File: src/sv/btne_pkg.sv
// ----------------------------------------------------------------------------
// btne_pkg: shared types for the binary threshold network evaluator
// Beat payloads, command codes and the controller-to-datapath command bundle.
// ----------------------------------------------------------------------------
`default_nettype none

package btne_pkg;

  localparam int WEIGHT_W = 12;
  localparam int SENSOR_W = 8;
  localparam int OUT_BITS_W = 8;

  // Widest index fields over the supported parameter range
  localparam int MAX_NW = 5;
  localparam int MAX_LW = 3;

  typedef enum logic {
    CMD_LOAD = 1'b0,
    CMD_EVAL = 1'b1
  } cmd_code_t;

  typedef struct packed {
    cmd_code_t                   command;
    logic                        weight_layer;
    logic [2:0]                  weight_row;
    logic [2:0]                  weight_col;
    logic signed [WEIGHT_W-1:0]  weight_value;
    logic [SENSOR_W-1:0]         sensor_bits;
  } in_item_t;

  typedef struct packed {
    logic [1:0]            action;
    logic [OUT_BITS_W-1:0] output_bits;
  } out_item_t;

  typedef struct packed {
    logic              wr_en;     // store the weight of the accepted load beat
    logic              start;     // latch sensor bits, evaluation begins
    logic              rd_en;     // fetch one weight
    logic              first;     // fetch is the first term of a neuron's sum
    logic              last_col;  // fetch is the last term of a neuron's sum
    logic              last_row;  // fetch belongs to the last row of the layer
    logic [MAX_LW-1:0] lay;
    logic [MAX_NW-1:0] row;
    logic [MAX_NW-1:0] col;
    logic              out_load;  // move the last layer into the output register
  } dp_cmd_t;

endpackage

`default_nettype wire

File: src/sv/binary_threshold_network_eval.sv
// ----------------------------------------------------------------------------
// binary_threshold_network_eval: feed-forward binary threshold network
// Top level: sequencer plus weight-store datapath.
// ----------------------------------------------------------------------------
// A load beat (command 0) writes one signed weight into the store and the
// block stays ready for a new beat. An evaluate beat (command 1) places the
// sensor bits on the first layer and computes every later layer with one
// shared accumulator that adds one weight per cycle from the single-port
// weight store, so it keeps the input stalled while it fetches every weight,
// sums the last one and moves the result on, and then one result beat
// appears in the output register; if that register still holds an earlier
// result that is being stalled, the new result and the input stall wait
// until the earlier beat has been taken.
// Weights must be loaded before they are used; unloaded entries read back
// unknown values.
// ----------------------------------------------------------------------------
`default_nettype none

module binary_threshold_network_eval #(
  parameter int NEURONS_PER_LAYER = 8,
  parameter int LAYER_COUNT       = 3,
  parameter int WEIGHT_FRAC_BITS  = 8
) (
  input  wire logic                clk,
  input  wire logic                rst_n,
  input  wire logic                in_valid,
  output      logic                in_stall,
  input  wire btne_pkg::in_item_t  in_data,
  output      logic                out_valid,
  input  wire logic                out_stall,
  output      btne_pkg::out_item_t out_data
);

  btne_pkg::dp_cmd_t dp_cmd;

  btne_ctrl #(
    .NEURONS (NEURONS_PER_LAYER),
    .LAYERS  (LAYER_COUNT)
  ) u_ctrl (
    .clk       (clk),
    .rst_n     (rst_n),
    .in_valid  (in_valid),
    .in_stall  (in_stall),
    .in_cmd    (in_data.command),
    .out_valid (out_valid),
    .out_stall (out_stall),
    .dp_cmd    (dp_cmd)
  );

  btne_dp #(
    .NEURONS   (NEURONS_PER_LAYER),
    .LAYERS    (LAYER_COUNT),
    .FRAC_BITS (WEIGHT_FRAC_BITS)
  ) u_dp (
    .clk      (clk),
    .rst_n    (rst_n),
    .in_data  (in_data),
    .dp_cmd   (dp_cmd),
    .out_data (out_data)
  );

endmodule

`default_nettype wire

File: src/sv/btne_ctrl.sv
// ----------------------------------------------------------------------------
// btne_ctrl: evaluation sequencer
// Accepts beats, walks layer/row/column over the weight store and hands the
// result to the output register.
// ----------------------------------------------------------------------------
`default_nettype none

module btne_ctrl #(
  parameter int NEURONS = 8,
  parameter int LAYERS  = 3
) (
  input  wire logic                clk,
  input  wire logic                rst_n,
  input  wire logic                in_valid,
  output      logic                in_stall,
  input  wire btne_pkg::cmd_code_t in_cmd,
  output      logic                out_valid,
  input  wire logic                out_stall,
  output      btne_pkg::dp_cmd_t   dp_cmd
);

  localparam int NW  = $clog2(NEURONS);
  localparam int LW  = (LAYERS > 2) ? $clog2(LAYERS - 1) : 1;
  localparam int PNW = btne_pkg::MAX_NW;
  localparam int PLW = btne_pkg::MAX_LW;

  typedef enum logic [1:0] {
    S_IDLE,
    S_RUN,
    S_DRAIN,
    S_FIN
  } state_t;

  state_t          state_r, state_nxt;
  logic [NW-1:0]   row_r, row_nxt;
  logic [NW-1:0]   col_r, col_nxt;
  logic [LW-1:0]   lay_r, lay_nxt;
  logic            out_valid_r, out_valid_nxt;

  logic accept;
  logic col_end, row_end, lay_end;
  logic out_free;

  assign in_stall  = (state_r != S_IDLE);
  assign accept    = in_valid && !in_stall;
  assign out_valid = out_valid_r;
  assign out_free  = !out_valid_r || !out_stall;

  assign col_end = (col_r == NW'(NEURONS - 1));
  assign row_end = (row_r == NW'(NEURONS - 1));
  assign lay_end = (lay_r == LW'(LAYERS - 2));

  always_comb begin
    dp_cmd          = '0;
    dp_cmd.wr_en    = accept && (in_cmd == btne_pkg::CMD_LOAD);
    dp_cmd.start    = accept && (in_cmd == btne_pkg::CMD_EVAL);
    dp_cmd.rd_en    = (state_r == S_RUN);
    dp_cmd.first    = (col_r == '0);
    dp_cmd.last_col = col_end;
    dp_cmd.last_row = row_end;
    dp_cmd.lay      = PLW'(lay_r);
    dp_cmd.row      = PNW'(row_r);
    dp_cmd.col      = PNW'(col_r);
    dp_cmd.out_load = (state_r == S_FIN) && out_free;
  end

  always_comb begin
    state_nxt     = state_r;
    row_nxt       = row_r;
    col_nxt       = col_r;
    lay_nxt       = lay_r;
    out_valid_nxt = out_valid_r;

    if (dp_cmd.out_load) begin
      out_valid_nxt = 1'b1;
    end else if (out_valid_r && !out_stall) begin
      out_valid_nxt = 1'b0;
    end

    unique case (state_r)
      S_IDLE: begin
        if (dp_cmd.start) begin
          state_nxt = S_RUN;
          row_nxt   = '0;
          col_nxt   = '0;
          lay_nxt   = '0;
        end
      end
      S_RUN: begin
        if (col_end) begin
          col_nxt = '0;
          if (row_end) begin
            row_nxt = '0;
            if (lay_end) begin
              state_nxt = S_DRAIN;
            end else begin
              lay_nxt = lay_r + 1'b1;
            end
          end else begin
            row_nxt = row_r + 1'b1;
          end
        end else begin
          col_nxt = col_r + 1'b1;
        end
      end
      // last fetched weight is being summed
      S_DRAIN: begin
        state_nxt = S_FIN;
      end
      S_FIN: begin
        if (out_free) begin
          state_nxt = S_IDLE;
        end
      end
      default: begin
        state_nxt = S_IDLE;
      end
    endcase
  end

  always_ff @(posedge clk) begin
    if (!rst_n) begin
      state_r     <= S_IDLE;
      row_r       <= '0;
      col_r       <= '0;
      lay_r       <= '0;
      out_valid_r <= 1'b0;
    end else begin
      state_r     <= state_nxt;
      row_r       <= row_nxt;
      col_r       <= col_nxt;
      lay_r       <= lay_nxt;
      out_valid_r <= out_valid_nxt;
    end
  end

endmodule

`default_nettype wire

File: src/sv/btne_dp.sv
// ----------------------------------------------------------------------------
// btne_dp: weight store, shared accumulator and activation registers
// One weight is read and added per cycle; the threshold is tested on the
// full sum of each neuron.
// ----------------------------------------------------------------------------
`default_nettype none

module btne_dp #(
  parameter int NEURONS   = 8,
  parameter int LAYERS    = 3,
  parameter int FRAC_BITS = 8
) (
  input  wire logic               clk,
  input  wire logic               rst_n,
  input  wire btne_pkg::in_item_t in_data,
  input  wire btne_pkg::dp_cmd_t  dp_cmd,
  output      btne_pkg::out_item_t out_data
);

  localparam int WW     = btne_pkg::WEIGHT_W;
  localparam int NW     = $clog2(NEURONS);
  localparam int LW     = (LAYERS > 2) ? $clog2(LAYERS - 1) : 1;
  localparam int DEPTH  = (LAYERS - 1) * NEURONS * NEURONS;
  localparam int AW     = $clog2(DEPTH);
  localparam int AEXT   = AW + 4;
  localparam int GROW_W = WW + $clog2(NEURONS) + 1;
  localparam int SUM_W  = (GROW_W > FRAC_BITS + 1) ? GROW_W : FRAC_BITS + 1;
  localparam logic signed [SUM_W-1:0] THRESH = SUM_W'(1 << (FRAC_BITS - 1));

  logic [WW-1:0] mem [DEPTH];

  logic signed [WW-1:0]    rd_data_r;
  logic                    stg_vld_r;
  btne_pkg::dp_cmd_t       stg_r;
  logic signed [SUM_W-1:0] acc_r;
  logic [NEURONS-1:0]      act_cur_r;
  logic [NEURONS-1:0]      act_nxt_r;
  btne_pkg::out_item_t     out_data_r;

  logic                    wr_in_range;
  logic [AEXT-1:0]         wr_addr_ext;
  logic [AEXT-1:0]         rd_addr_ext;
  logic [NEURONS-1:0]      sensor_vec;
  logic [btne_pkg::OUT_BITS_W-1:0] last_bits;
  logic signed [SUM_W-1:0] w_ext;
  logic signed [SUM_W-1:0] term;
  logic signed [SUM_W-1:0] acc_sum;
  logic                    src_bit;
  logic                    fire;
  logic [NEURONS-1:0]      act_new;

  // ---- weight store ----
  assign wr_in_range = (int'(in_data.weight_layer) < LAYERS - 1) &&
                       (int'(in_data.weight_row) < NEURONS) &&
                       (int'(in_data.weight_col) < NEURONS);

  assign wr_addr_ext = AEXT'(in_data.weight_layer) * AEXT'(NEURONS * NEURONS) +
                       AEXT'(in_data.weight_row) * AEXT'(NEURONS) +
                       AEXT'(in_data.weight_col);

  assign rd_addr_ext = AEXT'(dp_cmd.lay[LW-1:0]) * AEXT'(NEURONS * NEURONS) +
                       AEXT'(dp_cmd.row[NW-1:0]) * AEXT'(NEURONS) +
                       AEXT'(dp_cmd.col[NW-1:0]);

  always_ff @(posedge clk) begin
    if (dp_cmd.wr_en && wr_in_range) begin
      mem[wr_addr_ext[AW-1:0]] <= in_data.weight_value;
    end
    if (dp_cmd.rd_en) begin
      rd_data_r <= mem[rd_addr_ext[AW-1:0]];
    end
  end

  // ---- input layer and result bit mapping ----
  for (genvar g = 0; g < NEURONS; g++) begin : g_sensor
    if (g < btne_pkg::SENSOR_W) begin : g_used
      assign sensor_vec[g] = in_data.sensor_bits[g];
    end else begin : g_zero
      assign sensor_vec[g] = 1'b0;
    end
  end

  for (genvar g = 0; g < btne_pkg::OUT_BITS_W; g++) begin : g_out
    if (g < NEURONS) begin : g_used
      assign last_bits[g] = act_cur_r[g];
    end else begin : g_zero
      assign last_bits[g] = 1'b0;
    end
  end

  // ---- accumulate stage, aligned with the read data ----
  assign w_ext   = SUM_W'(rd_data_r);
  assign src_bit = act_cur_r[stg_r.col[NW-1:0]];
  assign term    = src_bit ? w_ext : '0;
  assign acc_sum = (stg_r.first ? '0 : acc_r) + term;
  assign fire    = (acc_sum >= THRESH);

  always_comb begin
    act_new = act_nxt_r;
    act_new[stg_r.row[NW-1:0]] = fire;
  end

  always_ff @(posedge clk) begin
    if (!rst_n) begin
      stg_vld_r <= 1'b0;
      act_cur_r <= '0;
      act_nxt_r <= '0;
    end else begin
      stg_vld_r <= dp_cmd.rd_en;
      if (dp_cmd.start) begin
        act_cur_r <= sensor_vec;
      end else if (stg_vld_r && stg_r.last_col) begin
        act_nxt_r <= act_new;
        // layer finished: it feeds the next one
        if (stg_r.last_row) begin
          act_cur_r <= act_new;
        end
      end
    end
  end

  always_ff @(posedge clk) begin
    stg_r <= dp_cmd;
    if (stg_vld_r) begin
      acc_r <= acc_sum;
    end
    if (dp_cmd.out_load) begin
      out_data_r.action      <= {act_cur_r[0], act_cur_r[1]};
      out_data_r.output_bits <= last_bits;
    end
  end

  assign out_data = out_data_r;

endmodule

`default_nettype wire

File: config.mk
export PLATFORM = sky130hd
export DESIGN_NAME = binary_threshold_network_eval
export DESIGN_NICKNAME = d
export VERILOG_FILES = /design/src/sv/btne_pkg.sv /design/src/sv/binary_threshold_network_eval.sv /design/src/sv/btne_ctrl.sv /design/src/sv/btne_dp.sv
export SDC_FILE = /design/constraint.sdc
export NUM_CORES = 2
export LEC_CHECK = 0
export BUFFER_PORTS_ARGS = -buffer_cell sky130_fd_sc_hd__buf_2
export CAP_MARGIN = 15
export CORE_ASPECT_RATIO = 2
export CORE_MARGIN = 3
export CORE_UTILIZATION = 35
export DETAILED_ROUTE_END_ITERATION = 8
export PLACE_DENSITY_LB_ADDON = 0.2
export SYNTH_ARGS = -nofsm -noshare
export SYNTH_HDL_FRONTEND = slang
export SYNTH_SLANG_ARGS = --single-unit
export TNS_END_PERCENT = 1
File: constraint.sdc
create_clock -name clk -period 3.9 [get_ports clk]
set_input_delay 0.195 -clock clk [delete_from_list [all_inputs] [get_ports clk]]
set_output_delay 0.195 -clock clk [all_outputs]
set_load 0.005 [all_outputs]
==> impl_metrics.toml <==
[cts]
cts_root_buffer = "clkbuf_16"
cts_h_tree_lvls = 4
clkSinkCount = 1608
cts_inserted_buffers = 148
worstSkewPairLatency_ps = 770
clk_path_buf_depth = 4
tritoncts = "built"
clk_pin_slew_ps = 70

[floorplan]
placeableCoreArea_um2 = 177000
io_pins = 44
die_outline_area_um2 = 184000
die_width_um = 305
initial_core_util_pct = 35.3
fp.dieH_um = 604
fp-row-count = 218

[pwr]
peakVddDrop_mv = 0.295
power_per_cell_area_nw_per_um2 = 524
power.leakage_uw = 0.0215

[logic_synthesis]
synth_cells = 2740
ffs_w_async_s_r_synth_pct = 0
yosys_warnings = 0
post-synth-top-count-cell = "edfxtp_1"
postSynthAreaPerCell_um2 = 22.8
post_synth_instance_area_um2 = 62500
number_of_distinct_library_cells_after_synthesis = 50
postSynth.topFlopCell = "edfxtp_1"
ys_top_cells_by_count = "edfxtp_1, mux4_2, nor2_1"
syn_nets = 2797
netlist.area_leader.share_pct = 75.5
edff_count_synth = 1572
netlist.top_cell.by_area = "edfxtp_1"
synth_area_leaders = "edfxtp_1, mux4_2, dfxtp_1"
ys_ff_latch = 1608
yosysSeqAreaShare_pct = 76.6

[run_status]
violations = "negative setup slack"
outcome = "finished with violations"

[global_route]
first_global_vias = 31000
grt_start_max_net_pins = 129
first_pass_grt_wire_length_um = 238000
grt_antenna_before_repair = 5
groute.usage.overall_pct = 18.2
grt.overflow.total = 0

[sta]
final-max-slew-violation-count = 0
relSlewSlack_pct = 20.9
timing.final.crit_period_ps = 3910
finalHoldViolCount = 0
achievable-frequency_mhz = 256
layout_worst_path_cycle_share_pct = 100
worst_slew_pin_slew_ps = 1190
fin_ws_ps = -8.10
skew_ps = 39.3
hold-worst-slack_ps = 25.1
rsz_0062_raised_after_global_routing = "true"
setup_viol = 2

[worst_setup_path]
timing_worst_setup_path_type = "reg2reg"
crit_arrival_ps = 4570
critical_path_required_ps = 4560
setup.worst_path.start_class = "flip-flop"
critPathCaptureType = "flip-flop"
timing.critical_path.fanout_max = 8

[cells_and_area]
layout-area-overhead-vs-synth_pct = 14.7
num-fill-cells = 15300
fin_nets = 3088
multiInputGateArea_um2 = 14100
finish.utilization_pct = 40.5
ff_latch_area_um2 = 47900
final_layout_size_suffix_gt1_share_pct = 31.3

[drt]
detail_route.wl_per_cell_um = 30.9
drc = 0
ant_nets = 0
drt-pass1-iter-count = 8
vias_per_cell = 5.33
drtIter0Drc = 2483
route.final.wire_length_um = 168000
detailroute.via_count = 29000

[placement]
place.port_buffers = 43
globalplace.congestion = 0.871
hpwl_um = 111000

[run]
maxCapViolations = 0

[min_path]
worstHoldPathType = "in2reg"
[metal layers]
metal / wire [µm] / vias up / global-route usage [%]
met1: 54800 / 15700 / 18.6
met2: 98800 / 788 / 36.7
met3: 5510 / 290 / 1.82
met4: 8820 / 0 / 8.49
li1: - / 12200 / -
met5: 0 / - / 0
[cells in the final DEF, fill, tap and decap left out, types with 3 or more instances in the layout]
cell type and count:
buf_12 24, nor2_1 141, nand2_1 46, a21boi_0 6
nor3b_1 3, inv_6 6, a21o_1 5, edfxtp_1 1572
a21oi_1 14, clkbuf_16 151, dfxtp_4 4, a221oi_1 12
xor2_1 5, mux4_2 482, nand3_1 35, nand4_1 20
ha_1 23, buf_4 207, o21ai_1 5, o21ai_0 7
a32oi_1 3, o21ai_2 12, diode_2 5, nor2b_1 44
clkinvlp_4 3, bufinv_16 4, clkinv_1 25, buf_6 3
and2_1 3, o211ai_1 10, mux2i_1 50, dlygate4sd3_1 19
inv_1 10, dfxtp_1 30, buf_2 32, xnor2_1 9
clkbuf_1 29, clkinv_2 24, a22o_1 12
[cell type report]
cell class | count | area share, %
Multi-Input combinational cell | 977 | 19.6
Clock inverter | 64 | 0.595
Antenna cell | 5 | 0.0174
Tap cell | 2310 | 4.03
Inverter | 10 | 0.0523
Clock buffer | 181 | 5.44
Sequential cell | 1608 | 66.8
Timing Repair Buffer | 286 | 3.41
[state kept, by name, summed over array words and instances (netlist names), 8 cells and up]
| signal | count |
|---|---|
| u_dp.mem | 1536 |
| u_dp.stg_r | 9 |
| u_dp.act_nxt_r | 8 |
| u_dp.out_data | 8 |
| u_dp.rd_data_r | 12 |
| u_dp.acc_r | 16 |
| u_dp.act_cur_r | 8 |
[where the power goes]
part | switching [µW] | internal [µW] | total, µW
logic | 2610 | 2170 | 4780
registers | 139 | 19100 | 19300
clock network | 6160 | 7370 | 13500
total | 8910 | 28700 | 37600
[metrics by stage]
step / TNS, ps / setup WS, ps / cell area, µm² / instances / total power [µW]
global route: -2370 / -158 / 71700 / 5438 / 38800
floorplan: 0 / 3.26 / 62600 / 2740 / 22400
global placement: -5310 / -342 / 67000 / 5164 / 24200
finish: -9.60 / -8.10 / 71700 / 5441 / 37600
detailed placement: -4820 / -338 / 67000 / 5164 / 24300
CTS: -93.6 / -20.8 / 71600 / 5432 / 38000
[kinds of logic (layout without fill, tap and decap cells)]
logic type	after synthesis	count (layout)	share of synthesized area [%]
flip-flops	1608	1608	76.6
multiplexers	533	533	18.2
AND/OR/NAND/NOR	304	304	2.26
buffers and inverters	155	541	1.06
AO/OA/AOI/OAI	100	100	1.16
adder cells (fa/ha/maj)	25	25	0.512
XOR/XNOR	15	15	0.210
other	0	5	0
[critical path, cell delays in order (launching register included)]
cell,delay [ps]
dfxtp_2,350
mux4_2,540
mux2i_4,260
nor2b_2,70
ha_2,190
fa_2,370
a21o_1,230
a221oi_4,340
o221ai_2,190
a21oi_2,260
xnor2_2,90
or3_4,350
nor4_4,150
buf_6,170
buf_12,140
o21ai_1,80
[path summary, 6_finish.rpt]
kind,from,endpoint,cells past startpoint,slack [ps]
hold reg to reg,u_dp.act_cur_r[6]$_SDFFE_PN0P_,u_dp.out_data[6]$_DFFE_PP_,0,460
setup / recovery,u_dp.stg_r[2]$_DFF_P_,u_dp.act_cur_r[6]$_SDFFE_PN0P_,15,-8
setup reg to reg,u_dp.stg_r[2]$_DFF_P_,u_dp.act_cur_r[6]$_SDFFE_PN0P_,15,-8
hold / removal,in_data[13],u_dp.mem[111][5]$_DFFE_PP_,1,30
[timing repair]
item	in CTS	in global routing
hold buffers	19	0
pin swaps	10	21
setup buffers	3	3
gates resized for setup	28	17
setup endpoints to repair	16	16
hold endpoints to repair	91	0
gates cloned	2	0
Power figures use the tool's default switching activity.
